==> config.mk <==
export PLATFORM = sky130hd
export DESIGN_NAME = qoi_image_encoder
export DESIGN_NICKNAME = d
export VERILOG_FILES = /design/src/hdl/qoi_enc_pkg.sv /design/src/hdl/qoi_image_encoder.sv
export SDC_FILE = /design/constraint.sdc
export NUM_CORES = 2
export LEC_CHECK = 0
export BUFFER_PORTS_ARGS = -buffer_cell sky130_fd_sc_hd__buf_2
export CORE_ASPECT_RATIO = 0.6
export CORE_UTILIZATION = 25
export CTS_CLUSTER_SIZE = 12
export DETAILED_ROUTE_END_ITERATION = 6
export PLACE_DENSITY_LB_ADDON = 0.3
export SYNTH_ARGS = -nofsm -noshare
export SYNTH_HDL_FRONTEND = slang
export SYNTH_SLANG_ARGS = --single-unit
==> constraint.sdc <==
create_clock -name clock -period 11.4 [get_ports clock]
set_input_delay 0.57 -clock clock [delete_from_list [all_inputs] [get_ports clock]]
set_output_delay 0.57 -clock clock [all_outputs]
set_load 0.01 [all_outputs]
==> src/hdl/qoi_enc_pkg.sv <==
// qoi encoder package: pixel type, chunk opcodes and index hash
package qoi_enc_pkg;

   localparam int INDEX_ENTRIES = 64;
   localparam int IDX_W         = $clog2(INDEX_ENTRIES);
   localparam int RUN_LIMIT     = 62;
   localparam int CHUNK_MAX     = 6;
   localparam int END_BYTES     = 8;

   localparam logic [7:0] OP_INDEX = 8'h00;
   localparam logic [7:0] OP_DIFF  = 8'h40;
   localparam logic [7:0] OP_LUMA  = 8'h80;
   localparam logic [7:0] OP_RUN   = 8'hC0;
   localparam logic [7:0] OP_RGB   = 8'hFE;
   localparam logic [7:0] OP_RGBA  = 8'hFF;

   localparam logic [7:0] END_LAST_BYTE = 8'h01;
   localparam logic [2:0] CHANNELS_RGB  = 3'd3;
   localparam logic [2:0] CHANNELS_RESET = 3'd4;
   localparam logic [1:0] REG_CHANNEL_COUNT = 2'd0;

   typedef struct packed {
      logic [7:0] r;
      logic [7:0] g;
      logic [7:0] b;
      logic [7:0] a;
   } pixel_type;

   localparam pixel_type PIXEL_RESET = '{r: 8'd0, g: 8'd0, b: 8'd0, a: 8'hFF};

   function automatic logic [IDX_W-1:0] qoi_hash(pixel_type p);
      logic [12:0] s;
      s = 13'(p.r) * 13'd3 + 13'(p.g) * 13'd5 + 13'(p.b) * 13'd7 + 13'(p.a) * 13'd11;
      return s[IDX_W-1:0];
   endfunction

endpackage

==> src/hdl/qoi_image_encoder.sv <==
// qoi chunk encoder top level: index memory, chunk selection and byte serializer
//
// one rgba pixel per req beat in raster order, req_final_pixel marks the last
// pixel of an image; chunk bytes leave one per rsp beat, rsp_last_of_run high
// on the last byte a pixel causes. a pixel that extends a run yields no beat
// unless the run reaches its limit or it is the last pixel. a pixel is taken
// into a hold register and its index entry is read from a 64 x 32 synchronous
// memory into rd_ff; it is then coded, and once the packet register is free
// the memory is written back and state updated; a write forwarded to the
// read of the pixel right behind it covers a hash collision. the coded bytes
// sit in a packet register drained one byte per cycle while rsp is not
// stalled; a pixel's byte count is 0 to 6, plus 8 end bytes on the last pixel.
// a new pixel is taken while the packet register still drains.
// reset, and the last pixel of an image, clear previous pixel, run count and
// the index valid bits at once; channel_count resets to 4.
// a stall on rsp holds the current byte; once the packet and hold register
// are full req_stall rises. channel_count is to be written through the csr
// port only while idle; the block itself does not enforce this.
module qoi_image_encoder (
   input  logic                   clock,
   input  logic                   reset,
   input  logic                   req_valid,
   output logic                   req_stall,
   input  logic [7:0]             req_red,
   input  logic [7:0]             req_green,
   input  logic [7:0]             req_blue,
   input  logic [7:0]             req_alpha,
   input  logic                   req_final_pixel,
   output logic                   rsp_valid,
   input  logic                   rsp_stall,
   output logic [7:0]             rsp_code_byte,
   output logic                   rsp_last_of_run,
   input  logic                   csr_psel,
   input  logic                   csr_penable,
   input  logic                   csr_pwrite,
   input  logic [1:0]             csr_paddr,
   input  logic [31:0]            csr_pwdata,
   output logic [31:0]            csr_prdata,
   output logic                   csr_pready
);
   import qoi_enc_pkg::*;

   logic [2:0]                chan_ff;
   logic                      s1_valid_ff, s1_valid_in;
   pixel_type                 s1_px_ff;
   logic [IDX_W-1:0]          s1_hash_ff;
   logic                      s1_last_ff;
   pixel_type                 prev_ff, prev_in;
   logic [IDX_W-1:0]          run_ff, run_in;
   logic [INDEX_ENTRIES-1:0]  valid_ff, valid_in;
   logic [31:0]               mem [INDEX_ENTRIES];
   logic [31:0]               rd_ff;
   logic                      fwd_valid_ff;
   logic [IDX_W-1:0]          fwd_addr_ff;
   pixel_type                 fwd_data_ff;
   logic                      pk_valid_ff, pk_valid_in;
   logic [7:0]                pk_bytes_ff [CHUNK_MAX];
   logic [2:0]                pk_count_ff;
   logic [3:0]                pk_total_ff;
   logic [3:0]                pk_idx_ff, pk_idx_in;

   logic                      accept;
   pixel_type                 in_px;
   logic [IDX_W-1:0]          in_hash;
   logic [IDX_W-1:0]          rd_addr;
   logic                      s1_fire;
   logic                      out_fire;
   logic                      pk_done;
   logic                      pk_free;
   logic                      wr_en;
   pixel_type                 entry;
   logic [7:0]                bytes [CHUNK_MAX];
   logic [2:0]                count;
   logic [3:0]                total;

   // input side
   always_comb begin
      in_px.r = req_red;
      in_px.g = req_green;
      in_px.b = req_blue;
      in_px.a = (chan_ff == CHANNELS_RGB) ? 8'hFF : req_alpha;
      in_hash = qoi_hash(in_px);
   end

   assign out_fire  = pk_valid_ff && !rsp_stall;
   assign pk_done   = out_fire && (pk_idx_ff == pk_total_ff - 4'd1);
   assign pk_free   = !pk_valid_ff || pk_done;
   assign s1_fire   = s1_valid_ff && pk_free;
   assign req_stall = s1_valid_ff && !pk_free;
   assign accept    = req_valid && !req_stall;
   assign rd_addr   = accept ? in_hash : s1_hash_ff;
   assign s1_valid_in = accept || (s1_valid_ff && !s1_fire);

   always_ff @(posedge clock) begin
      if (accept) begin
         s1_px_ff   <= in_px;
         s1_hash_ff <= in_hash;
         s1_last_ff <= req_final_pixel;
      end
      rd_ff <= mem[rd_addr];
      if (wr_en) begin
         mem[s1_hash_ff] <= s1_px_ff;
      end
      fwd_addr_ff <= s1_hash_ff;
      fwd_data_ff <= s1_px_ff;
   end

   // coding stage
   always_comb begin
      logic              same;
      logic              match;
      logic [IDX_W-1:0]  run_inc;
      logic              run_emit;
      logic [7:0]        run_byte;
      logic [7:0]        chunk [CHUNK_MAX];
      logic [2:0]        ccnt;
      logic [7:0]        vr, vg, vb, dr, db;
      logic [7:0]        vr2, vg2, vb2, vg32, dr8, db8;

      entry = '0;
      if (valid_ff[s1_hash_ff]) begin
         entry = (fwd_valid_ff && fwd_addr_ff == s1_hash_ff) ? fwd_data_ff : pixel_type'(rd_ff);
      end
      same    = (s1_px_ff == prev_ff);
      match   = (entry == s1_px_ff);
      run_inc = run_ff + 1'b1;
      vr   = s1_px_ff.r - prev_ff.r;
      vg   = s1_px_ff.g - prev_ff.g;
      vb   = s1_px_ff.b - prev_ff.b;
      dr   = vr - vg;
      db   = vb - vg;
      vr2  = vr + 8'd2;
      vg2  = vg + 8'd2;
      vb2  = vb + 8'd2;
      vg32 = vg + 8'd32;
      dr8  = dr + 8'd8;
      db8  = db + 8'd8;

      for (int i = 0; i < CHUNK_MAX; i++) begin
         chunk[i] = '0;
      end
      ccnt = '0;
      if (match) begin
         chunk[0] = OP_INDEX | {2'b00, s1_hash_ff};
         ccnt     = 3'd1;
      end else if (s1_px_ff.a == prev_ff.a) begin
         if (vr2 < 8'd4 && vg2 < 8'd4 && vb2 < 8'd4) begin
            chunk[0] = OP_DIFF | {2'b00, vr2[1:0], vg2[1:0], vb2[1:0]};
            ccnt     = 3'd1;
         end else if (dr8 < 8'd16 && vg32 < 8'd64 && db8 < 8'd16) begin
            chunk[0] = OP_LUMA | {2'b00, vg32[5:0]};
            chunk[1] = {dr8[3:0], db8[3:0]};
            ccnt     = 3'd2;
         end else begin
            chunk[0] = OP_RGB;
            chunk[1] = s1_px_ff.r;
            chunk[2] = s1_px_ff.g;
            chunk[3] = s1_px_ff.b;
            ccnt     = 3'd4;
         end
      end else begin
         chunk[0] = OP_RGBA;
         chunk[1] = s1_px_ff.r;
         chunk[2] = s1_px_ff.g;
         chunk[3] = s1_px_ff.b;
         chunk[4] = s1_px_ff.a;
         ccnt     = 3'd5;
      end

      if (same) begin
         run_emit = (run_inc == IDX_W'(RUN_LIMIT)) || s1_last_ff;
         run_byte = OP_RUN | {2'b00, run_ff};
         ccnt     = '0;
         run_in   = run_emit ? '0 : run_inc;
      end else begin
         run_emit = (run_ff != '0);
         run_byte = OP_RUN | {2'b00, run_ff - 1'b1};
         run_in   = '0;
      end
      wr_en = s1_fire && !same && !match;

      bytes[0] = run_emit ? run_byte : chunk[0];
      for (int i = 1; i < CHUNK_MAX; i++) begin
         bytes[i] = run_emit ? chunk[i-1] : chunk[i];
      end
      count = ccnt + {2'b00, run_emit};
      total = {1'b0, count} + (s1_last_ff ? 4'(END_BYTES) : 4'd0);

      prev_in  = s1_last_ff ? PIXEL_RESET : s1_px_ff;
      valid_in = valid_ff;
      if (s1_last_ff) begin
         valid_in = '0;
         run_in   = '0;
      end else if (wr_en) begin
         valid_in[s1_hash_ff] = 1'b1;
      end
   end

   // packet register and byte serializer
   always_comb begin
      pk_valid_in = pk_valid_ff && !pk_done;
      pk_idx_in   = out_fire ? pk_idx_ff + 4'd1 : pk_idx_ff;
      if (s1_fire && total != '0) begin
         pk_valid_in = 1'b1;
         pk_idx_in   = '0;
      end
   end

   always_ff @(posedge clock) begin
      if (s1_fire && total != '0) begin
         pk_bytes_ff <= bytes;
         pk_count_ff <= count;
         pk_total_ff <= total;
      end
   end

   always_comb begin
      rsp_valid       = pk_valid_ff;
      rsp_last_of_run = (pk_idx_ff == pk_total_ff - 4'd1);
      if (pk_idx_ff < {1'b0, pk_count_ff}) begin
         rsp_code_byte = pk_bytes_ff[pk_idx_ff[2:0]];
      end else begin
         rsp_code_byte = rsp_last_of_run ? END_LAST_BYTE : 8'h00;
      end
   end

   // control state
   always_ff @(posedge clock) begin
      if (reset) begin
         chan_ff      <= CHANNELS_RESET;
         s1_valid_ff  <= 1'b0;
         prev_ff      <= PIXEL_RESET;
         run_ff       <= '0;
         valid_ff     <= '0;
         fwd_valid_ff <= 1'b0;
         pk_valid_ff  <= 1'b0;
         pk_idx_ff    <= '0;
      end else begin
         if (csr_psel && csr_penable && csr_pwrite && csr_pready
             && csr_paddr == REG_CHANNEL_COUNT) begin
            chan_ff <= csr_pwdata[2:0];
         end
         s1_valid_ff  <= s1_valid_in;
         fwd_valid_ff <= wr_en;
         pk_valid_ff  <= pk_valid_in;
         pk_idx_ff    <= pk_idx_in;
         if (s1_fire) begin
            prev_ff  <= prev_in;
            run_ff   <= run_in;
            valid_ff <= valid_in;
         end
      end
   end

   assign csr_pready = 1'b1;
   assign csr_prdata = {29'd0, chan_ff};

`ifndef NO_ASSERTIONS
   a_stall_needs_hold: assert property (@(posedge clock) disable iff (reset)
      req_stall |-> s1_valid_ff && pk_valid_ff)
      else $error("req stalled without a held pixel and a busy packet");

   a_run_bound: assert property (@(posedge clock) disable iff (reset)
      run_ff < IDX_W'(RUN_LIMIT))
      else $error("run count reached the run limit");

   a_final_clears: assert property (@(posedge clock) disable iff (reset)
      s1_fire && s1_last_ff |=> valid_ff == '0 && run_ff == '0)
      else $error("index or run not cleared after the last pixel");

   a_packet_bounds: assert property (@(posedge clock) disable iff (reset)
      pk_valid_ff |-> pk_total_ff != '0 && pk_idx_ff < pk_total_ff)
      else $error("serializer index outside the packet");
`endif

endmodule

* Word level (Yosys, flattened, before mapping)
Memory sizes are Yosys's and may differ from the RTL's. A register that Yosys moved wholly into a read port is not among the register bits. Index checks and enable logic that the tools add are counted.
Storage, ports and cells: ROM bits 0, word-level logic and storage cells 153, RAM bits 2048, output and inout port bits 44, memories 1, latch bits 0, input port bits 74, flip-flop bits (word level) 244
Memory list:
- mem | words 64, width 32, rd ports 1, clocked after memory_dff 1, write ports 1, RTL line qoi_image_encoder.sv:51 | logic [31:0] mem [INDEX_ENTRIES];
Operators by class: $mul 4, multiplexer cells 43, shift-type cells 0, bitwise gates (word level) 2, equality and inequality tests 7, order comparisons 10, divide/modulo/power cells 0, reduce and logical (&&, ||, !) cells 36, add/sub/neg operators 20
Operators with widths (count):
- two-way mux 32 bit | 5
- two-way mux 64 bit | 2
- two-way mux 8 bit | 12
- equality test 32 bit | 2
- OR 64 bit | 1
- subtractor 8 bit | 5
- two-way mux 6 bit | 5
- adder 8 x 2 -> 8 bit, second input constant | 3
- binary-select mux 8 bit (select 3 bit) | 1
- less-than comparator 8 x 3 -> 1 bit, second input constant | 3
- two-way mux 24 bit | 1
- logical AND 1 bit | 19
- adder 6 bit | 3
- adder 8 x 4 -> 8 bit, second input constant | 2
- less-than comparator 8 x 5 -> 1 bit, second input constant | 2
- multiplier 8 x 3 -> 6 bit, second input constant | 2
- two-way mux 16 bit | 1
- two-way mux 15 bit | 1
- two-way mux 3 bit | 5
- adder 8 x 6 -> 8 bit, second input constant | 1
- equality test 8 bit | 1
- zero test 1 bit | 8
- less-than comparator 8 x 7 -> 1 bit, second input constant | 1
- multiplier 8 x 2 -> 6 bit, second input constant | 1
- other kinds (27) | 35

* Longest topological paths before layout
depth after elaboration 16, gate-level depth with buffers 25, mapped depth without buffers 24

* Worst setup path after synthesis
OpenSTA, ideal clock, no wires.
kind reg-to-reg, start register s1_px_ff[16] in the netlist's numbering, end register pk_bytes_ff[0] in the netlist's numbering, enable pin, setup time 415 ps, required time 10985 ps, data arrival time 7515 ps, path buffers 1, period minus slack after synthesis 7930 ps, setup slack 3470 ps, stages on the path, launching flop included 25, cell sequence edfxtp_1 inv_1 ha_1 fa_1 nor2b_1 o22ai_1 xnor2_1 inv_1 ha_1 ha_1 inv_1 nor2_1 or2_2 a2111oi_0 o311ai_0 nor4_1 a31oi_1 nor3b_1 clkbuf_1 nor3b_1 ha_1 nor4_1 o21ai_0 o31a_1 and2_1
On the way: cells in the longest elaborated chain, start to end 15, elaborated cells on any way between the ends 27, classes of those cells add/sub: 9; order compare: 4; eq/ne: 2; mux: 6; reduce/logical: 6
RTL lines:
- start, declared | RTL line qoi_image_encoder.sv:45 | pixel_type s1_px_ff;
- start signal, assigned | RTL line qoi_image_encoder.sv:96 | s1_px_ff <= in_px;
- subtractor 8 bit | RTL line qoi_image_encoder.sv:128 | vg = s1_px_ff.g - prev_ff.g;
- subtractor 8 bit | RTL line qoi_image_encoder.sv:130 | dr = vr - vg;
- adder 8 x 4 -> 8 bit | RTL line qoi_image_encoder.sv:136 | dr8 = dr + 8'd8;
- less-than comparator 8 x 5 -> 1 bit | RTL line qoi_image_encoder.sv:150 | end else if (dr8 < 8'd16 && vg32 < 8'd64 && db8 < 8'd16) begin
- logical AND 1 bit (2 in series) | RTL line qoi_image_encoder.sv:150
- two-way mux 3 bit | RTL line qoi_image_encoder.sv:150
- two-way mux 3 bit | RTL line qoi_image_encoder.sv:147 | if (vr2 < 8'd4 && vg2 < 8'd4 && vb2 < 8'd4) begin
- two-way mux 3 bit | RTL line qoi_image_encoder.sv:146 | end else if (s1_px_ff.a == prev_ff.a) begin
- two-way mux 3 bit | RTL line qoi_image_encoder.sv:143 | if (match) begin
- two-way mux 3 bit | RTL line qoi_image_encoder.sv:170 | if (same) begin
- adder 3 x 1 -> 3 bit * | RTL line qoi_image_encoder.sv:186 | count = ccnt + {2'b00, run_emit};
- adder 3 x 4 -> 4 bit * | RTL line qoi_image_encoder.sv:187 | total = {1'b0, count} + (s1_last_ff ? 4'(END_BYTES) : 4'd0);
- nonzero test 4 bit * | RTL line qoi_image_encoder.sv:210 | if (s1_fire && total != '0) begin
- logical AND 1 bit * | RTL line qoi_image_encoder.sv:210
- end signal, assigned | RTL line qoi_image_encoder.sv:211 | pk_bytes_ff <= bytes;
- end, declared | RTL line qoi_image_encoder.sv:57 | logic [7:0] pk_bytes_ff [CHUNK_MAX];
Every way passes the cells marked *; elsewhere a longest branch is shown, timed or not. A chain may end at the register's enable or synchronous reset.

* Final worst setup path
start register s1_px_ff[16] in the netlist's numbering, end register pk_bytes_ff[10] in the netlist's numbering, enable pin
The elaborated chain is that of the path after synthesis.

==> results.tsv <==
metric	value	unit
Worst path most repeated cell	ha_1	
GP Congestion	0.8573	
Num CTS Buffers	223	
CTS tree	yes	
post-CTS sizing	0	
design area	106100	um2
H-tree levels	4	
final-report max-slew violation count	0	
clock transition at the registers of the reported paths	0.06	ns
final WL	295400	um
Synth top area share	0.6948	
Worst-Skew Late Latency	0.92	ns
Worst path max stage delay	0.93	ns
actual slew at the worst max-slew pin	1.293	ns
Mean Syn Cell Area	17.15	um2
Post-synth top flop	edfxtp_1	
drt wl/cell	27.89	um
Ports	118	
Longest Clk Path Bufs	4	
GRT overflow	0	
detailed placement HPWL	168700	um
Req. time, crit path	11.87	ns
hold_ws	0.06359	ns
initial antenna violation count	21	
Sink Count	2321	
port buffer count	58	
RSZ-0062 raised after global routing	no	
synth warn	0	
CP Capture Type	flop	
Iteration-0 DRC Markers	7278	
vias in the first global route	50648	
f_max	118.5	MHz
min cycle time layout	8.441	ns
placement row count	172	
Max IR drop VDD	370.7	uV
drt first pass iters	6	
slew margin rel.	0.1155	
Core Util, Final	0.2895	
Post-synth top cells	edfxtp_1, nand2_1, mux4_2	
Die Outline Area	371200	um2
Final Hold Violating Endpoints	0	
area grow syn2layout	15.09	%
number of synthesized flops with an enable pin	2133	
Post-Syn Instances	5376	
Yosys top cell by area	edfxtp_1	
count leader, synth	edfxtp_1	
# DRC	0	
Synth async-reset ratio	0	
first-pass GRT wire length	407400	um
sequential-to-total area share from yosys stat	0.7357	
Nets	5753	
Final setup viols	0	
Yosys cell types	76	
Horiz. Die Dim	785.9	um
Post-DRT Antenna Nets	0	
top cells by area, synth	edfxtp_1, mux4_2, dfxtp_1, nand2_1, a21oi_1	
cell family with most CP delay	simple AND/OR/NAND/NOR gates	
fin cells	10592	
Tcrit/Tclk final	0.7405	
Root Buffer	clkbuf_16	
effective utilization at floorplan	0.2515	
DIE HEIGHT	472.4	um
hold buffer count at CTS	31	
Core ar.	366500	um2
Setup Crit Path Kind	flop to flop	
CP max-delay cell	nor3b_2	
postcts setup bufs	0	
status	complete, no violations	
clk_skew	0.09307	ns
maxcap violations	0	
routed vias	52273	
total track usage	0.1549	
number of synthesized register bits	2321	
LEAKAGE	33.34	nW
worst min-delay path class	primary input to flop	
DP Area	99430	um2
CP Max Fanout	70	
Post-Synthesis Cell Area	92180	um2
Post-Place Cells	10191	
pin count of the biggest net entering global routing	122	
Startpoint Class	flop	
Setup Total Neg Slack	0	ns
P per Cell Area	244.0	nW/um2
fraction of layout cells with a size suffix above 1	0.1731	
Vias/cell	4.935	
worst endpoint data arrival time	8.91	ns
WP buf/inv	5	
cell type report:
class	count	area (um2)
Antenna cell	6	15.01
Clock buffer	351	6175
Clock inverter	13	156.4
Fill cell	36122	260400
Inverter	126	485.5
Multi-Input combinational cell	2631	23190
Sequential cell	2321	67820
Tap cell	4872	6096
Timing Repair Buffer	272	2150
worst register-to-register path: stages (launching register included):
cell	delay, ns
edfxtp_1	0.33
buf_4	0.60
inv_1	0.41
ha_1	0.35
fa_1	0.42
nor2b_1	0.18
o22ai_1	0.12
xnor2_1	0.48
inv_1	0.19
ha_1	0.33
ha_1	0.35
inv_1	0.08
nor2_1	0.20
o211ai_1	0.13
a2111oi_0	0.38
o311ai_0	0.22
nor4_1	0.29
a31oi_1	0.17
nor3b_2	0.93
nor3b_1	0.34
ha_1	0.26
nor4_1	0.07
o21ai_0	0.09
o31a_1	0.31
and2_2	0.27
buf_4	0.53
cells by family after synthesis:
| group | Yosys count | share of synthesized area |
|---|---|---|
| other | 2 | 0.00008147 |
| adders and majority gates | 104 | 0.01640 |
| buffers and inverters | 452 | 0.02059 |
| AOI/OAI and AO/OA | 913 | 0.06727 |
| xor gates and xnor gates | 99 | 0.009406 |
| and+or+nand+nor | 1046 | 0.04962 |
| muxes | 439 | 0.1010 |
| DFF | 2321 | 0.7357 |
layer usage:
metal / track usage / part of all wire / vias to the layer above / wire length (um)
met5: 0 / 0.000041 / - / 12
met3: 0.04394 / 0.11 / 312 / 33260
li1: - / - / 21547 / -
met1: 0.2444 / 0.47 / 27876 / 139300
met2: 0.2110 / 0.40 / 2536 / 118300
met4: 0.02420 / 0.015 / 2 / 4463
through the flow:
stage,setup WS [ns],total power [W]
2_1_floorplan,3.470,0.01465
3_3_place_gp,3.256,0.01901
3_5_place_dp,3.137,0.01908
4_1_cts,3.073,0.02597
5_1_grt,2.237,0.02685
6_report,2.959,0.02589
sequential cells by signal, indices dropped and copies added (netlist names):
| name | cells |
|---|---|
| pk_bytes_ff | 48 |
| valid_ff | 64 |
| rsp_valid | 1 |
| fwd_data_ff | 32 |
| pk_idx_ff | 4 |
| fwd_addr_ff | 6 |
| s1_last_ff | 1 |
| mem | 2048 |
| prev_ff | 32 |
| fwd_valid_ff | 1 |
| chan_ff | 3 |
| s1_px_ff | 32 |
| run_ff | 6 |
| pk_total_ff | 2 |
| rd_ff | 32 |
| s1_hash_ff | 6 |
| s1_valid_ff | 1 |
| pk_count_ff | 2 |
power by group:
group / switching (W) / internal [W] / total, W
registers: 0.000191 / 0.00957 / 0.00976
logic: 0.00645 / 0.00277 / 0.00922
clock network: 0.00321 / 0.00370 / 0.00691
final timing paths:
check / from / endpoint / slack (ns) / cells after the start
max: s1_px_ff[16]$_DFFE_PP_ / pk_bytes_ff[10]$_DFFE_PP_ / 2.96 / 25
min: req_alpha[3] / s1_px_ff[3]$_DFFE_PP_ / 0.06 / 2
max reg2reg: s1_px_ff[16]$_DFFE_PP_ / pk_bytes_ff[10]$_DFFE_PP_ / 2.96 / 25
min reg2reg: prev_ff[14]$_SDFFE_PP0P_ / prev_ff[14]$_SDFFE_PP0P_ / 0.45 / 2
cells in the final DEF (no fill, tap or decap), types with 18 or more instances in the layout:
cell type	count
a2111oi_0	130
a21oi_1	332
a22o_1	71
a22oi_1	152
and3b_1	18
buf_2	59
buf_4	167
clkbuf_1	120
clkbuf_16	226
conb_1	30
dfxtp_1	185
dlygate4sd3_1	31
edfxtp_1	2133
fa_1	28
ha_1	76
inv_1	123
mux2i_1	39
mux4_2	392
nand2_1	632
nand3_1	38
nor2_1	109
nor2_4	66
nor3_1	25
nor4_1	23
o21a_1	66
o21ai_0	47
xnor2_1	60
xor2_1	39
Power figures use the tool's default switching activity.
